File: src/hdl/r2q_pkg.sv
`default_nettype none
package r2q_pkg;
  localparam int FRAC_BITS  = 14;
  localparam int IN_W       = 16;
  localparam int MAG_W      = 17;
  localparam int T_W        = 17;
  localparam int SQ_W       = 2 * MAG_W;
  localparam int N_W        = 48;
  localparam int QUO_W      = 32;
  localparam int REM_W      = 17;
  localparam int ROOT_W     = QUO_W / 2;
  localparam int SREM_W     = ROOT_W + 2;
  localparam int LANE_LAT   = 3 + QUO_W + ROOT_W;
  localparam int LAT        = LANE_LAT + 1;
  localparam int NUM_COMP   = 4;

  typedef struct packed {
    logic             neg;
    logic [MAG_W-1:0] mag;
  } r2q_comp_t;

  typedef enum logic [1:0] {
    SEL_X = 2'd0,
    SEL_Y = 2'd1,
    SEL_Z = 2'd2,
    SEL_W = 2'd3
  } r2q_sel_t;
endpackage
`default_nettype wire

File: src/hdl/r2q_lane.sv
`default_nettype none
module r2q_lane (
  input  wire logic                       clk,
  input  wire logic                       en,
  input  wire r2q_pkg::r2q_comp_t         comp,
  input  wire logic [r2q_pkg::T_W-1:0]    t,
  output logic [r2q_pkg::IN_W-1:0]        res_r
);
  import r2q_pkg::*;

  logic [SQ_W-1:0]  sq_r;
  logic [T_W-1:0]   sq_t_r;
  logic             sq_neg_r;
  logic [N_W-1:0]   n;

  logic [REM_W-1:0] rem_r  [QUO_W+1];
  logic [QUO_W-1:0] lo_r   [QUO_W+1];
  logic [QUO_W-1:0] quo_r  [QUO_W+1];
  logic [T_W-1:0]   dt_r   [QUO_W+1];
  logic             dneg_r [QUO_W+1];
  logic             dov_r  [QUO_W+1];

  logic [QUO_W-1:0]  rad_r  [ROOT_W+1];
  logic [ROOT_W-1:0] root_r [ROOT_W+1];
  logic [SREM_W-1:0] srem_r [ROOT_W+1];
  logic              sneg_r [ROOT_W+1];
  logic              sov_r  [ROOT_W+1];

  logic [MAG_W-1:0] m;
  logic [IN_W-1:0]  res_nxt;

  assign n = N_W'(sq_r) << FRAC_BITS;

  always_ff @(posedge clk) begin
    if (en) begin
      sq_r      <= SQ_W'(comp.mag) * SQ_W'(comp.mag);
      sq_t_r    <= t;
      sq_neg_r  <= comp.neg;
      rem_r[0]  <= REM_W'(n[N_W-1:QUO_W]);
      lo_r[0]   <= n[QUO_W-1:0];
      quo_r[0]  <= '0;
      dt_r[0]   <= sq_t_r;
      dneg_r[0] <= sq_neg_r;
      dov_r[0]  <= REM_W'(n[N_W-1:QUO_W]) >= sq_t_r;
    end
  end

  for (genvar k = 1; k <= QUO_W; k++) begin : g_div
    logic [REM_W:0] cat;
    logic           ge;
    always_comb begin
      cat = {rem_r[k-1], lo_r[k-1][QUO_W-1]};
      ge  = cat >= {1'b0, dt_r[k-1]};
    end
    always_ff @(posedge clk) begin
      if (en) begin
        rem_r[k]  <= ge ? REM_W'(cat - {1'b0, dt_r[k-1]}) : REM_W'(cat);
        lo_r[k]   <= {lo_r[k-1][QUO_W-2:0], 1'b0};
        quo_r[k]  <= {quo_r[k-1][QUO_W-2:0], ge};
        dt_r[k]   <= dt_r[k-1];
        dneg_r[k] <= dneg_r[k-1];
        dov_r[k]  <= dov_r[k-1];
      end
    end
  end

  always_comb begin
    rad_r[0]  = quo_r[QUO_W];
    root_r[0] = '0;
    srem_r[0] = '0;
    sneg_r[0] = dneg_r[QUO_W];
    sov_r[0]  = dov_r[QUO_W];
  end

  for (genvar s = 1; s <= ROOT_W; s++) begin : g_sqrt
    logic [SREM_W+1:0] cat;
    logic [SREM_W+1:0] trial;
    logic              ge;
    always_comb begin
      cat   = {srem_r[s-1], rad_r[s-1][QUO_W-1:QUO_W-2]};
      trial = (SREM_W+2)'({root_r[s-1], 2'b01});
      ge    = cat >= trial;
    end
    always_ff @(posedge clk) begin
      if (en) begin
        srem_r[s] <= ge ? SREM_W'(cat - trial) : SREM_W'(cat);
        root_r[s] <= {root_r[s-1][ROOT_W-2:0], ge};
        rad_r[s]  <= {rad_r[s-1][QUO_W-3:0], 2'b00};
        sneg_r[s] <= sneg_r[s-1];
        sov_r[s]  <= sov_r[s-1];
      end
    end
  end

  always_comb begin
    if (sov_r[ROOT_W]) begin
      m = MAG_W'(1 << (IN_W - 1));
    end else begin
      m = (MAG_W'(root_r[ROOT_W]) + MAG_W'(1)) >> 1;
    end
    if (sneg_r[ROOT_W]) begin
      res_nxt = IN_W'(-m);
    end else if (m > MAG_W'((1 << (IN_W - 1)) - 1)) begin
      res_nxt = IN_W'((1 << (IN_W - 1)) - 1);
    end else begin
      res_nxt = IN_W'(m);
    end
  end

  always_ff @(posedge clk) begin
    if (en) begin
      res_r <= res_nxt;
    end
  end
endmodule
`default_nettype wire
File: config.mk
export PLATFORM = sky130hd
export DESIGN_NAME = r2q_lane
export DESIGN_NICKNAME = d
export VERILOG_FILES = /design/src/hdl/r2q_pkg.sv /design/src/hdl/r2q_lane.sv
export SDC_FILE = /design/constraint.sdc
export NUM_CORES = 2
export LEC_CHECK = 0
export BUFFER_PORTS_ARGS = -buffer_cell sky130_fd_sc_hd__buf_4
export CORE_MARGIN = 10
export CORE_UTILIZATION = 60
export CTS_CLUSTER_DIAMETER = 40
export DETAILED_ROUTE_END_ITERATION = 6
export GPL_TIMING_DRIVEN = 0
export PLACE_DENSITY = 0.76
export SLEW_MARGIN = 0
export SYNTH_ARGS = -nofsm -noshare
export SYNTH_HDL_FRONTEND = slang
export SYNTH_SLANG_ARGS = --single-unit
File: constraint.sdc
create_clock -name clk -period 8.5 [get_ports clk]
set_input_delay 0.85 -clock clk [delete_from_list [all_inputs] [get_ports clk]]
set_output_delay 0.85 -clock clk [all_outputs]
set_load 0.01 [all_outputs]
# --- Word-level counts from Yosys, hierarchy flattened ---
# Memories as Yosys holds them, arrays and structs flattened. A register that Yosys moved wholly into a read port is not among the register bits.
# Index checks and enable logic that the tools add are counted.
# Widths: inputs -> output; s select.
totals:
  mem_count: 6
  ff_bits: 729
  ram_bits: 3267
  elab_cells: 239
classes:
  multipliers: 1
  n_addsub: 49
  n_lt_le_gt_ge: 50
  mux: 52
memory_table:
  columns: ["memory", "depth", "width", "read_ports", "rd_ports_with_merged_regs", "write_ports", "line_no", "rtl"]
  rows:
  - ["quo_r", 33, 32, 33, 0, 33, "r2q_lane.sv:18", "logic [QUO_W-1:0] quo_r [QUO_W+1];"]
  - ["lo_r", 33, 31, 32, 0, 33, "r2q_lane.sv:17", "logic [QUO_W-1:0] lo_r [QUO_W+1];"]
  - ["dt_r", 33, 17, 32, 0, 33, "r2q_lane.sv:19", "logic [T_W-1:0] dt_r [QUO_W+1];"]
  - ["rem_r", 33, 17, 32, 0, 33, "r2q_lane.sv:16", "logic [REM_W-1:0] rem_r [QUO_W+1];"]
  - ["dneg_r", 33, 1, 33, 1, 33, "r2q_lane.sv:20", "logic dneg_r [QUO_W+1];"]
  - ["dov_r", 33, 1, 33, 1, 33, "r2q_lane.sv:21", "logic dov_r [QUO_W+1];"]
op_table:
  columns: ["cell", "count"]
  rows:
  - ["$ge 18x17->1", 32]
  - ["$mux 17", 32]
  - ["$sub 17x17->17", 32]
  - ["$mux 18", 14]
  - ["$mux 16", 3]
  - ["$mul 17x17->34", 1]
  - ["$ge 20x10->1", 1]
  - ["$ge 20x11->1", 1]
  - ["$ge 20x12->1", 1]
  - ["$ge 20x13->1", 1]
  - ["$ge 20x14->1", 1]
  - ["$ge 20x15->1", 1]
  - ["$ge 20x16->1", 1]
  - ["$ge 20x17->1", 1]
  - ["$ge 20x3->1", 1]
  - ["$ge 20x4->1", 1]
  - ["$ge 20x5->1", 1]
  - ["$ge 20x6->1", 1]
  - ["$ge 20x7->1", 1]
  - ["$ge 20x8->1", 1]
  - ["$ge 20x9->1", 1]
  - ["$sub 18x10->18", 1]
  - ["$sub 18x11->18", 1]
  - ["$sub 18x12->18", 1]
  - ["19 further kinds", 20]

# --- Longest topological paths before layout ---
logic_depth:
  word_depth: 5
  ltp_mapped: 25
  mapped_depth_nobuf: 24

# --- Worst setup path before layout ---
# OpenSTA, ideal clock, no wires.
synth_path:
  kind: "input to register"
  start: "in comp[14] (netlist bit)"
  end: "reg sq_r[32], data pin"
  cell_stages: 22
  arrival_time_ns: 6.432
  setup_ns: 0.257
  path_slack_ns: 1.811
  cell_sequence: "clkbuf_1 -> clkbuf_1 -> nand2_1 -> fa_1 -> inv_1 -> fa_1 -> fa_1 -> fa_1 -> fa_1 -> inv_1 -> fa_1 -> inv_1 -> ha_1 -> clkbuf_1 -> a211oi_1 -> and2_1 -> nand2_1 -> nand2_1 -> a31oi_1 -> o31a_1 -> a221o_1 -> xor2_1"
synth_between:
  elab_chain_cells: 1
synth_lines:
  columns: ["element", "line_no", "rtl"]
  rows:
  - ["start, declared", "r2q_lane.sv:5", "input wire r2q_pkg::r2q_comp_t comp,"]
  - ["$mul 17x17->34", "r2q_lane.sv:36", "sq_r <= SQ_W'(comp.mag) * SQ_W'(comp.mag);"]
  - ["end signal, assigned", "r2q_lane.sv:36", null]
  - ["end, declared", "r2q_lane.sv:11", "logic [SQ_W-1:0] sq_r;"]
# No other way between the ends.
# A chain may end at the register's enable or synchronous reset.

# --- Final worst setup path ---
layout_path:
  start: "in comp[14] (netlist bit)"
  end: "reg sq_r[31], data pin"
# The elaborated chain is that of the path after synthesis.

==> impl_metrics.py <==
metrics = {
    "status": {
        "outcome": "complete, no violations",
    },
    "sta": {
        "final_critical_path_setup_slack_ns": 1.29,
        "finalSetupTns_ns": 0,
        "tightest_slew_ns": 1.26,
        "achievable_freq_ghz": 0.139,
        "clock_period_minus_final_worst_setup_slack_ns": 7.21,
        "hold_viol": 0,
        "rsz0062_at_grt": "no",
        "timing.final.max_slew_violations": 0,
        "timing.final.crit_share_pct": 84.8,
        "clock_skew_ns": 0.0673,
        "setup_viol": 0,
        "timing.slew.headroom_pct": 16.2,
    },
    "synth": {
        "synthesis.yosys.warnings": 0,
        "synthCells": 9828,
        "post-synth-top-area-fraction_pct": 60.2,
        "postSynthRegisterBits": 2560,
        "synth_area_per_cell_um2": 13.0,
        "synth_area_um2": 128000,
        "asyncSetResetFlopFracSynth_pct": 0,
        "ys_seq_area_share_pct": 60.2,
        "synth-edff-count": 2560,
        "synth_top_cells_by_area": "edfxtp_1, ha_1, inv_1",
        "synth_area_leader_cell": "edfxtp_1",
        "synth-main-ff-cell": "edfxtp_1",
        "syn-num-nets": 10900,
        "yosys.cell_types.count": 88,
    },
    "drt": {
        "drt-total-wl_mm": 246,
        "vias": 75900,
        "drtIter0Drc": 5177,
        "post_detailed_route_count_of_antenna_violating_nets": 0,
        "firstDrtPassIters": 6,
        "drc": 0,
        "routedWlPerCell_um": 18.4,
        "vias_per_cell": 5.67,
    },
    "global_routing": {
        "globalRoute.totalOverflow": 0,
        "global_route_wire_length_before_repair_mm": 397,
        "globalRouteTotalUtil_pct": 21.0,
        "first_global_vias": 77000,
        "maximum_number_of_pins_on_one_net_before_global_route_repair": 213,
        "number_of_antenna_violations_at_the_first_check_in_global_routing": 2,
    },
    "critical_path": {
        "cpPeakStageDelay_ns": 0.59,
        "setup.worst_path.class": "input pin to flip-flop",
        "critical_path.max_fanout": 10,
        "cp_top_family": "adder cells",
        "cp_slowest_cell": "fa_1",
        "cp.required_ns": 9.21,
        "startpoint_type": "input pin",
        "timing.critical_path.mode_cell": "fa_1",
        "worst_setup_path_end_kind": "flip-flop",
        "critical_path.cell_chain": "buf_4 -> clkbuf_1 -> clkbuf_1 -> nand2_1 -> fa_1 -> fa_1 -> fa_1 -> inv_1 -> fa_1 -> fa_1 -> inv_1 -> fa_1 -> inv_1 -> ha_1 -> a211oi_1 -> o2111ai_1 -> o21ai_0 -> nand3_1 -> o211ai_1 -> a31oi_1 -> o21a_1 -> nor2_1 -> xnor2_1",
        "worst_ep_arrival_time_ns": 7.93,
        "crit_buf_inv": 6,
    },
    "finish": {
        "syn_to_final_growth_pct": 13.2,
        "mostFrequentLayoutCell": "edfxtp_1",
        "postLayoutCellArea_um2": 145000,
        "fillCellCount": 14700,
        "nets": 11400,
        "layout.cells.most_common_list": "edfxtp_1, inv_1, ha_1",
        "drive_above_1_share_pct": 10.7,
        "layout.core_utilization_pct": 68.2,
    },
    "power": {
        "ir_drop_v": 0.000400,
        "pwr_density_cell_nw_per_um2": 379,
        "report.power.total_w": 0.0548,
        "static_leakage_nw": 57.9,
    },
    "flow_run": {
        "max_cap_viols": 0,
    },
    "floorplan": {
        "core.rowCount": 169,
        "die_height_um": 481,
        "die-area_um2": 232000,
        "floorplan.initialDensity_pct": 60.3,
        "floorplan.io_pins": 53,
        "core_box_area_um2": 212000,
        "die-width_um": 481,
    },
    "place": {
        "globalplace.congestion": 0.897,
        "port_buffers": 52,
        "dpl_cell_area_um2": 132000,
        "dpl_worst_slack_ns": 0.284,
        "dp_hpwl_mm": 174,
    },
    "cts": {
        "cts.sink_count": 2560,
        "cts_htree_levels": 5,
        "cts_root_buffer": "clkbuf_16",
        "cts_buffers": 375,
        "post_cts.repair.setup_buffers": 0,
        "cts_hold_buffers": 0,
        "clkSlewWorstSetupHoldPaths_ns": 0.06,
        "post_cts_resized": 0,
        "clock_latency_ns": 0.97,
        "clockBufferDepth": 4,
        "tritoncts": "built",
    },
    "hold_path": {
        "hold_path_class": "input pin to flip-flop",
    },
}
-- flip-flops by register name (all words and copies together), names as in the netlist, 17 cells and up --
register and count:
dt_r 544, rem_r 543, quo_r 528, g_sqrt.cat 280, rad_r 210, lo_r 154, g_sqrt.trial 120, dneg_r 33
dov_r 33, sq_r 33, sq_t_r 17
-- logic make-up (layout without fill, tap and decap cells) --
kind of cell    count (synthesis)  after routing  share of synthesized area (%)
other cells                     1              3                        0.00294
fa+ha+maj                    1047           1047                           11.6
mux                           369            369                           3.25
xor+xnor                      612            612                           4.20
simple gates                 2122           2122                           8.05
compound gates               1772           1772                           8.69
buf+inv                      1345           2083                           4.03
flops                        2560           2560                           60.2
-- through the flow --
stage | hold slack [ns] | std cells
2_1_floorplan | 0.400 | 9828
3_3_place_gp | 0.400 | 12700
3_5_place_dp | 0.405 | 12700
4_1_cts | 0.0172 | 13400
5_1_grt | 0.0442 | 13400
6_report | 0.0948 | 13400
-- routing by layer --
layer	global-route usage (%)	share of wire [%]	up-vias
met1	25.9	41	36900
met3	3.32	4.4	553
met2	37.3	51	1807
met4	7.97	3.5	2
li1	-	-	36600
met5	0	0.0037	-
-- report_power, final --
part | switching (W) | leakage, nW | internal (W)
clock network | 0.00580 | 6.04 | 0.00948
registers | 0.00134 | 24.9 | 0.0176
logic | 0.0117 | 27.0 | 0.00885
-- synth_stat cells (all sizes together), types with 56 or more instances --
library cell     n
a21boi          57
o31ai           56
nor2b          127
or3             56
xnor2          385
nand3          128
nor4            65
mux2           327
o21a           144
xor2           227
nor3           181
nor2           538
inv           1212
clkbuf          82
a21oi          596
ha             824
fa             223
o21ai          423
nand4          108
nand2b          95
a21o           149
and2            72
edfxtp        2560
nand2          578
-- cell type report --
class | count | area (µm²) | share of cell area [%]
Multi-Input combinational cell | 5923 | 45700 | 31.6
Antenna cell | 2 | 5.00 | 0.00346
Tap cell | 2821 | 3530 | 2.44
Sequential cell | 2560 | 76900 | 53.2
Clock inverter | 261 | 2900 | 2.01
Inverter | 1212 | 4550 | 3.15
Clock buffer | 411 | 9650 | 6.67
Buffer | 133 | 598 | 0.414
Timing Repair Buffer | 66 | 796 | 0.550
-- worst paths after layout --
kind	start	endpoint	slack, ns	depth (start not counted)
worst max register to register	lo_r[0][92]	rem_r[0][52]	4.37	12
worst min register to register	quo_r[0][898]	quo_r[0][931]	0.40	0
worst max-delay path	comp[14]	sq_r[31]	1.29	23
worst min-delay path	t[14]	sq_t_r[14]	0.09	1
(Power assumes the default switching activity.)
