--- config.mk ---
export PLATFORM = sky130hd
export DESIGN_NAME = r2q_front
export DESIGN_NICKNAME = d
export VERILOG_FILES = /design/src/hdl/r2q_pkg.sv /design/src/hdl/r2q_front.sv
export SDC_FILE = /design/constraint.sdc
export NUM_CORES = 1
export LEC_CHECK = 0
export BUFFER_PORTS_ARGS = -buffer_cell sky130_fd_sc_hd__buf_4
export CORE_ASPECT_RATIO = 0.6
export CORE_MARGIN = 1.5
export CORE_UTILIZATION = 34
export DETAILED_ROUTE_END_ITERATION = 12
export GPL_TIMING_DRIVEN = 1
export PLACE_DENSITY = 0.54
export SLEW_MARGIN = 20
export SYNTH_ARGS = -nofsm -noshare
export SYNTH_HDL_FRONTEND = slang
export SYNTH_SLANG_ARGS = --single-unit
export TNS_END_PERCENT = 10
--- constraint.sdc ---
create_clock -name clk -period 8.3 [get_ports clk]
set_input_delay 0.415 -clock clk [delete_from_list [all_inputs] [get_ports clk]]
set_output_delay 0.415 -clock clk [all_outputs]
set_load 0.01 [all_outputs]
--- src/hdl/r2q_pkg.sv ---
`default_nettype none
package r2q_pkg;
  localparam int FRAC_BITS  = 14;
  localparam int IN_W       = 16;
  localparam int MAG_W      = 17;
  localparam int T_W        = 17;
  localparam int SQ_W       = 2 * MAG_W;
  localparam int N_W        = 48;
  localparam int QUO_W      = 32;
  localparam int REM_W      = 17;
  localparam int ROOT_W     = QUO_W / 2;
  localparam int SREM_W     = ROOT_W + 2;
  localparam int LANE_LAT   = 3 + QUO_W + ROOT_W;
  localparam int LAT        = LANE_LAT + 1;
  localparam int NUM_COMP   = 4;

  typedef struct packed {
    logic             neg;
    logic [MAG_W-1:0] mag;
  } r2q_comp_t;

  typedef enum logic [1:0] {
    SEL_X = 2'd0,
    SEL_Y = 2'd1,
    SEL_Z = 2'd2,
    SEL_W = 2'd3
  } r2q_sel_t;
endpackage
`default_nettype wire

--- src/hdl/r2q_front.sv ---
`default_nettype none
module r2q_front (
  input  wire logic                          clk,
  input  wire logic                          en,
  input  wire logic [9*r2q_pkg::IN_W-1:0]    mat,
  output r2q_pkg::r2q_comp_t                 comp_r [r2q_pkg::NUM_COMP],
  output logic [r2q_pkg::T_W-1:0]            t_r
);
  import r2q_pkg::*;

  localparam int W = 19;

  logic signed [W-1:0] xx, xy, xz, yx, yy, yz, zx, zy, zz, one, t_raw, t_cl;
  logic signed [W-1:0] q [NUM_COMP];
  r2q_sel_t            sel;
  r2q_comp_t           comp_nxt [NUM_COMP];

  function automatic logic signed [W-1:0] ext(input logic [IN_W-1:0] v);
    ext = W'(signed'(v));
  endfunction

  always_comb begin
    xx  = ext(mat[0*IN_W +: IN_W]);
    xy  = ext(mat[1*IN_W +: IN_W]);
    xz  = ext(mat[2*IN_W +: IN_W]);
    yx  = ext(mat[3*IN_W +: IN_W]);
    yy  = ext(mat[4*IN_W +: IN_W]);
    yz  = ext(mat[5*IN_W +: IN_W]);
    zx  = ext(mat[6*IN_W +: IN_W]);
    zy  = ext(mat[7*IN_W +: IN_W]);
    zz  = ext(mat[8*IN_W +: IN_W]);
    one = W'(1 << FRAC_BITS);
    if (zz < 0) begin
      sel = (xx > yy) ? SEL_X : SEL_Y;
    end else begin
      sel = (xx < -yy) ? SEL_Z : SEL_W;
    end
    case (sel)
      SEL_X:   t_raw = one + xx - yy - zz;
      SEL_Y:   t_raw = one - xx + yy - zz;
      SEL_Z:   t_raw = one - xx - yy + zz;
      default: t_raw = one + xx + yy + zz;
    endcase
    t_cl = (t_raw < 1) ? W'(1) : t_raw;
    case (sel)
      SEL_X: begin
        q[0] = yz - zy; q[1] = t_cl;    q[2] = xy + yx; q[3] = zx + xz;
      end
      SEL_Y: begin
        q[0] = zx - xz; q[1] = xy + yx; q[2] = t_cl;    q[3] = yz + zy;
      end
      SEL_Z: begin
        q[0] = xy - yx; q[1] = zx + xz; q[2] = yz + zy; q[3] = t_cl;
      end
      default: begin
        q[0] = t_cl;    q[1] = yz - zy; q[2] = zx - xz; q[3] = xy - yx;
      end
    endcase
    for (int i = 0; i < NUM_COMP; i++) begin
      comp_nxt[i].neg = q[i] < 0;
      comp_nxt[i].mag = (q[i] < 0) ? MAG_W'(-q[i]) : MAG_W'(q[i]);
    end
  end

  always_ff @(posedge clk) begin
    if (en) begin
      comp_r <= comp_nxt;
      t_r    <= T_W'(t_cl);
    end
  end
endmodule
`default_nettype wire

# Word level (Yosys, flattened, before mapping)
# Cells that the tools add are included.
[totals] ff_bits=89 in_bits=146 output_inout_bits=89 wordCells=51
[op_classes] addsub=21 n_lt_le_gt_ge=8 n_eq_ne=2 muxes=10 reduce_logical=1
[op_table] cell="$pmux W76 S3" n=1
[op_table] cell="$lt A19 B1 Y1 const B" n=4
[op_table] cell="$mux W17" n=4
[op_table] cell="$neg A17 Y17" n=4
[op_table] cell="$pmux W19 S3" n=1
[op_table] cell="$add A16 B16 Y17" n=3
[op_table] cell="$sub A16 B16 Y17" n=3
[op_table] cell="$add A18 B16 Y19" n=2
[op_table] cell="$sub A18 B16 Y19" n=2
[op_table] cell="$add A17 B16 Y18" n=2
[op_table] cell="$sub A17 B16 Y18" n=2
[op_table] cell="$lt A16 B19 Y1" n=1
[op_table] cell="$lt A19 B2 Y1 const B" n=1
[op_table] cell="$mux W19" n=1
[op_table] cell="$neg A16 Y19" n=1
[op_table] cell="$add A16 B16 Y17 const A" n=1
[op_table] cell="$sub A16 B16 Y17 const A" n=1
[op_table] cell="$gt A16 B16 Y1" n=1
[op_table] cell="$lt A16 B1 Y1 const B" n=1
[op_table] cell="$eq A2 B1 Y1 const B" n=1
[op_table] cell="$eq A2 B2 Y1 const B" n=1
[op_table] cell="$logic_not A2 Y1" n=1
[op_table] cell="$mux W1" n=2
[op_table] cell="$mux W2" n=1

# Logic depth before layout (Yosys ltp)
# Gate-level depths: netlist (run 1).
[depth] depth_word=11 ltp_mapped=36 depth_no_buf=33

# Worst setup path before layout (run 1)
# OpenSTA, ideal clock, no wires.
[synth_path] path_kind="input -> register" from="input port mat[4] (netlist bit)" to="register comp_r[52] (netlist bit), data pin" setup_time_ps=263 arrival_ps=7338 required_ps=8037 slack_ps=699 path_stages=32 n_path_buf=1 path_cell_list="or3_1 > nor3_1 > nand2_1 > nor4_1 > nand2_1 > xor2_1 > fa_1 > ha_1 > and3_1 > a221o_1 > o32a_1 > a31o_2 > a21oi_1 > xnor2_1 > nand2_1 > nand2_1 > a2bb2oi_1 > nand4_1 > a2111oi_0 > ha_1 > clkbuf_1 > inv_1 > nand2_1 > nor2_1 > mux2_2 > a221oi_1 > a221o_1 > ha_1 > nand3_1 > or4_4 > o31ai_2 > xor2_1"
[synth_lines] element="start, declared" line="r2q_front.sv:5" text="input wire logic [9*r2q_pkg::IN_W-1:0] mat,"
[synth_lines] element="end signal, assigned" line="r2q_front.sv:67" text="comp_r <= comp_nxt;"
[synth_lines] element="end, declared" line="r2q_front.sv:6" text="output r2q_pkg::r2q_comp_t comp_r [r2q_pkg::NUM_COMP],"

==> results.cfg, run 1 <==
[detailed_routing]
wl_met3_mm = 8.89
first_pass_iters = 6
drc_errors = 0
postRouteAntennaNets = 0
post_drt_wl_per_cell_um = 25.1
route.top_layer_used = met4
drt_iter0_drc = 2202
wl_met2_mm = 30.0
routed_wl_mm = 81.5
dr_total_vias = 18900
vias_per_cell = 5.83
drt-met1-wl_mm = 41.7

[power]
leakage_nw = 9.51
ir_worst_vdd_mv = 0.111
power_density_nw_per_um2 = 197

[logic_synthesis]
yosysTopAreaCell = ha_1
synth-seq-area-share_pct = 14.9
syn_nets = 2640
synth-seq-cells = 89
synth-edff-count = 89
synth_cells = 2203
synthArstFlopShare_pct = 0
yosys_warnings = 0
synth_area_leaders = ha_1, edfxtp_1, fa_1
synth_top_area_share_pct = 15.1
synth_ff_type = edfxtp_1
ys_types = 95
netlist_area_um2 = 18000
synth.avg_cell_area_um2 = 8.15

[worst_setup_path]
path_max_fanout = 7
crit_type = in2reg
slowest_delay_ns = 0.61
cp_slowest_cell = o21ai_0
endpoint_kind = register
required_ns = 8.40
crit_top_cell = buf_4
worstSetupStartpoint = mat[3]
critPathArrivalTime_ns = 8.06
start_kind = input port

[clock_tree]
cts_buffers = 9
tritoncts = done
cts_max_level = 3
clockBufferDepth = 2
post_cts_resized = 0
clk_pin_slew_ns = 0.07
post_cts_hold_buffer_count = 0
clockRootBuffer = clkbuf_16
cts_sinks = 89
cts_setup_buffers = 0

[layout]
synthToLayoutAreaGrowth_pct = 22.2
num-nets-final = 2978
drive_gt1_share_pct = 19.3
nFillCells = 5214
fin_util_pct = 42.5

[floorplan]
core_um2 = 51600
initial_core_util_pct = 34.8
ios = 235
die_h_um = 181
die_x_um = 300
rows = 64
die_area_um2 = 54200

[sta]
slew_viol_final = 0
layout_min_cycle_time_ns = 7.96
finalCritPeriodShare_pct = 95.9
fmax_mhz = 126
setup_viol = 0
grt_setup_unrepaired = no
worst_pin_slew_ns = 1.22
tns_ns = 0
fin_ws_ns = 0.340
max_slew_margin_pct = 17.3
hold_viol = 0

[grt]
grt_pass1_vias = 17700
grt.total_usage_pct = 29.1
antenna_found_initial = 0
grt-ovfl-total = 0
grt_max_degree = 68
grt_pass1_wl_mm = 117

[min_path]
hold_start = en
hold_class = in2reg

[placed_design]
dp_slack_ns = -0.194
io_buffer_count = 234
gp_congestion = 1.04
dpl.hpwl_mm = 69.4

[outcome]
status = finished, final reports clean

[run]
cap_viol_max_count = 0
-- through the flow --
step,power [mW],instances,hold WS (ns),cell area [um^2]
2_1_floorplan,2.38,2203,0.527,18000
3_3_place_gp,3.79,3223,0.823,21600
3_5_place_dp,3.80,3223,0.823,21600
4_1_cts,4.22,3239,0.456,21900
5_1_grt,4.53,3239,0.472,21900
6_report,4.32,3240,0.461,21900
-- cell type report --
| class | instances | area (um^2) | area share (%) |
|---|---|---|---|
| multi-input combinational | 1850 | 14300 | 65.2 |
| sequential | 89 | 2670 | 12.2 |
| timing repair buffer | 417 | 3160 | 14.4 |
| clock buffer | 10 | 229 | 1.04 |
| antenna | 1 | 2.50 | 0.0114 |
| inverter | 174 | 653 | 2.98 |
| clock inverter | 6 | 52.6 | 0.240 |
| tap | 693 | 867 | 3.95 |
-- critical path: cells and delay by family --
kind	cells	cell delay, ns
fa+ha+maj	4	1.31
buf+inv	6	0.89
simple gates	13	2.94
compound gates	8	1.95
xor+xnor	2	0.25
mux	1	0.31
-- power by group --
group	internal, mW	switching [mW]
Combinational	1.24	1.94
Clock	0.208	0.197
Sequential	0.679	0.0472
Total	2.13	2.19
-- state kept, by name, summed over array words and instances, names as in the netlist --
signal	flops
comp_r	72
t_r	17
-- worst paths after layout --
path                                   end  slack (ns)  cells after the start
worst max-delay path  comp_r[52]$_DFFE_PP_        0.34                     34
worst min-delay path     t_r[12]$_DFFE_PP_        0.46                      1
-- cells by family (layout without fill, tap and decap cells) --
| logic type | Yosys count | in the layout | synth area share, % |
|---|---|---|---|
| AOI/OAI and AO/OA | 673 | 673 | 25.6 |
| buffers and inverters | 264 | 607 | 5.85 |
| muxes | 35 | 35 | 2.04 |
| other | 0 | 1 | 0 |
| xor gates and xnor gates | 212 | 212 | 10.3 |
| adders and majority gates | 291 | 291 | 23.4 |
| DFF | 89 | 89 | 14.9 |
| and+or+nand+nor | 639 | 639 | 17.8 |
-- synthesized netlist by cell type, types with 9 or more instances --
cell type and instances:
edfxtp_1 89, and2_1 14, o211ai_1 43, a21oi_1 161, nor3b_1 9, nand2b_1 39, o21a_1 29, fa_1 75
o21ai_0 116, a2111oi_0 10, nand3b_1 9, nand2_1 139, mux2_2 9, clkbuf_1 62, mux2i_1 25, o2111ai_1 15
nor2b_1 21, xor2_1 73, inv_1 172, buf_2 21, a221oi_1 9, o22ai_1 14, nand3_1 39, ha_1 216
nor3_1 67, nor4_1 17, o31ai_1 14, and3_1 16, or3_1 26, xnor2_1 139, or2_2 9, a21o_1 38
o21bai_1 17, a211oi_1 40, a31oi_1 29, nand4_1 22, nor2_1 183, a211o_1 10
-- layer usage --
layer  vias to the layer above  GRT usage (%)
met5                         -              0
met4                         0           3.96
met3                        57           7.28
met2                       913           37.4
met1                      9197           47.7
li1                       8724              -
-- cell usage in the layout, fill, tap and decap left out, types with 43 or more instances in the layout --
cell / Yosys / routed
nor2_1: 183 / 183
xnor2_1: 139 / 139
a21oi_1: 161 / 158
fa_1: 75 / 75
ha_1: 216 / 216
o21ai_0: 116 / 112
xor2_1: 73 / 73
buf_4: 3 / 415
o211ai_1: 43 / 43
nor3_1: 67 / 66
edfxtp_1: 89 / 89
inv_1: 172 / 172
nand2_1: 139 / 139
(Power assumes the default switching activity.)
==> run 2, diff against run 1 <==
ABC_AREA = 1   (was default)
CTS_BUF_LIST = sky130_fd_sc_hd__clkbuf_2   (was default)
PLACE_DENSITY = 0.53   (was 0.54)
==> run 2 against run 1 <==
Worst hold slack got worse by 0.20 ns. Sequential share of layout area fell by 0.27 points. Combinational power rose by 3%. Via count increased by 12%. Sequential power barely moved. Critical path type unchanged. Largest power group unchanged.
==> results.cfg, run 2 <==
[power]
p_total_mw = 4.30
ir_worst_vdd_mv = 0.0814
leakage_nw = 11.8
power_density_nw_per_um2 = 192

[grt]
grt_pass1_wl_mm = 127
grt_use_met1_pct = 50.7
busiest_layer = met1
antenna_found_initial = 3
grt_max_degree = 57
grtUsageMet2_pct = 34.4
grt.met3_usage_pct = 9.11
grt.total_usage_pct = 29.4
grt_pass1_vias = 19300
grt-ovfl-total = 0

[logic_synthesis]
synth_compound_area_share_pct = 11.3
synthMuxAreaShare_pct = 0
synth_fa_ha_area_share_pct = 21.9
synth_top_area_share_pct = 15.0
synth_cells = 2984
syn_nets = 3421
synth_ff_type = edfxtp_1
yosys_warnings = 0
synth-edff-count = 89
yosys-top-cells-count = nand2_1, inv_1, nor2_1
synth-seq-area-share_pct = 13.9
synth_most_common_cell = nand2_1
netlist_area_um2 = 19200
yosysTopAreaCell = nand2_1
ys_types = 61
synth.avg_cell_area_um2 = 6.44
synthSimpleGateAreaFrac_pct = 33.6
synth_area_leaders = nand2_1, ha_1, edfxtp_1
synth_xor_area_share_pct = 7.39
synth-seq-cells = 89
synth_top_family_by_area = simple AND/OR/NAND/NOR gates
synthArstFlopShare_pct = 0

[clock_tree]
cts_setup_buffers = 0
cts_max_level = 3
clk_pin_slew_ns = 0.27
clockRootBuffer = clkbuf_2
tritoncts = done
cts_sinks = 89
post_cts_resized = 0
cts_buffers = 9
post_cts_hold_buffer_count = 0
clockBufferDepth = 2

[placed_design]
gp_congestion = 1.02
place_area_um2 = 22300
dp.cells = 4000
io_buffer_count = 234
dpl.hpwl_mm = 75.1

[sta]
setup_viol = 0
layout_min_cycle_time_ns = 7.70
tns_ns = 0
finalCritPeriodShare_pct = 92.8
slew_viol_final = 0
fmax_mhz = 130
hold_viol = 0
max_slew_margin_pct = 16.3
grt_setup_unrepaired = no
worst_pin_slew_ns = 1.24

[worst_setup_path]
required_ns = 8.71
endpoint_kind = register
crit_buf_inv = 7
path_delay_family = simple AND/OR/NAND/NOR gates
start_kind = input port
slowest_delay_ns = 0.45
critPathArrivalTime_ns = 8.11
crit_top_cell = nand2_1
cp_slowest_cell = nor3_1
path_max_fanout = 18
crit_type = in2reg

[layout]
final_common_cell = nand2_1
fin_util_pct = 40.2
seq_area_um2 = 2670
reg.largest.list = comp_r: 72 flops, t_r: 17 flops
regMostFlops = comp_r
synthToLayoutAreaGrowth_pct = 16.8
num-nets-final = 3689
layout_common_cells = nand2_1, inv_1, buf_4
instances_no_fill = 4017
largest_reg_flops = 72
drive_gt1_share_pct = 12.7
fin_area_um2 = 22400
nFillCells = 6053
multi_input_comb_area_um2 = 14300

[floorplan]
rows = 67
die_h_um = 187
die_area_um2 = 58000
die_x_um = 310
ios = 235
initial_core_util_pct = 34.4
core_um2 = 55800

[detailed_routing]
drc_errors = 0
post_drt_wl_per_cell_um = 21.6
vias_per_cell = 5.27
first_pass_iters = 6
routed_wl_mm = 86.7
dr_total_vias = 21200
drt_iter0_drc = 2724
postRouteAntennaNets = 0

[min_path]
hold_class = in2reg

[run]
cap_viol_max_count = 0

[outcome]
status = finished, final reports clean
[run 2: cells by family (layout without fill, tap and decap cells)]
logic type	Yosys count	in the layout
simple gates	1479	1479
compound gates	388	388
other cells	0	1
flops	89	89
fa+ha+maj	291	291
buf+inv	575	848
xor+xnor	162	162
[run 2: cell type report]
type	instances	share of cell area [%]
Multi-Input combinational cell	2320	63.6
Sequential cell	89	11.9
Timing Repair Buffer	332	11.2
Inverter	500	8.37
Tap cell	759	4.23
Clock inverter	7	0.552
Clock buffer	9	0.201
Antenna cell	1	0.0112
[run 2: power breakdown]
part / switching, mW / total, mW / internal [mW]
clock: 0.169 / 0.303 / 0.134
combinational: 2.17 / 3.27 / 1.10
sequential: 0.0544 / 0.729 / 0.675
total: 2.39 / 4.30 / 1.91
[run 2: path summary, 6_finish.rpt]
kind | startpoint | endpoint | slack (ns) | depth (start not counted)
max | mat[65] | comp_r[47]$_DFFE_PP_ | 0.60 | 46
min | en | comp_r[53]$_DFFE_PP_ | 0.27 | 1
[run 2: routing by layer]
| metal | share of wire [%] | wire length (um) |
|---|---|---|
| met1 | 54 | 46400 |
| met2 | 33 | 29000 |
| met3 | 13 | 10900 |
| met4 | 0.50 | 430 |
| met5 | 0.015 | 13 |
[run 2: metrics by stage]
step / hold WS (ns) / setup slack (ns)
after detailed placement: 0.824 / 0.350
after global routing: 0.228 / 0.111
after CTS: 0.240 / 1.01
after floorplan: 0.527 / 2.34
final: 0.266 / 0.598
after global placement: 0.823 / 0.381
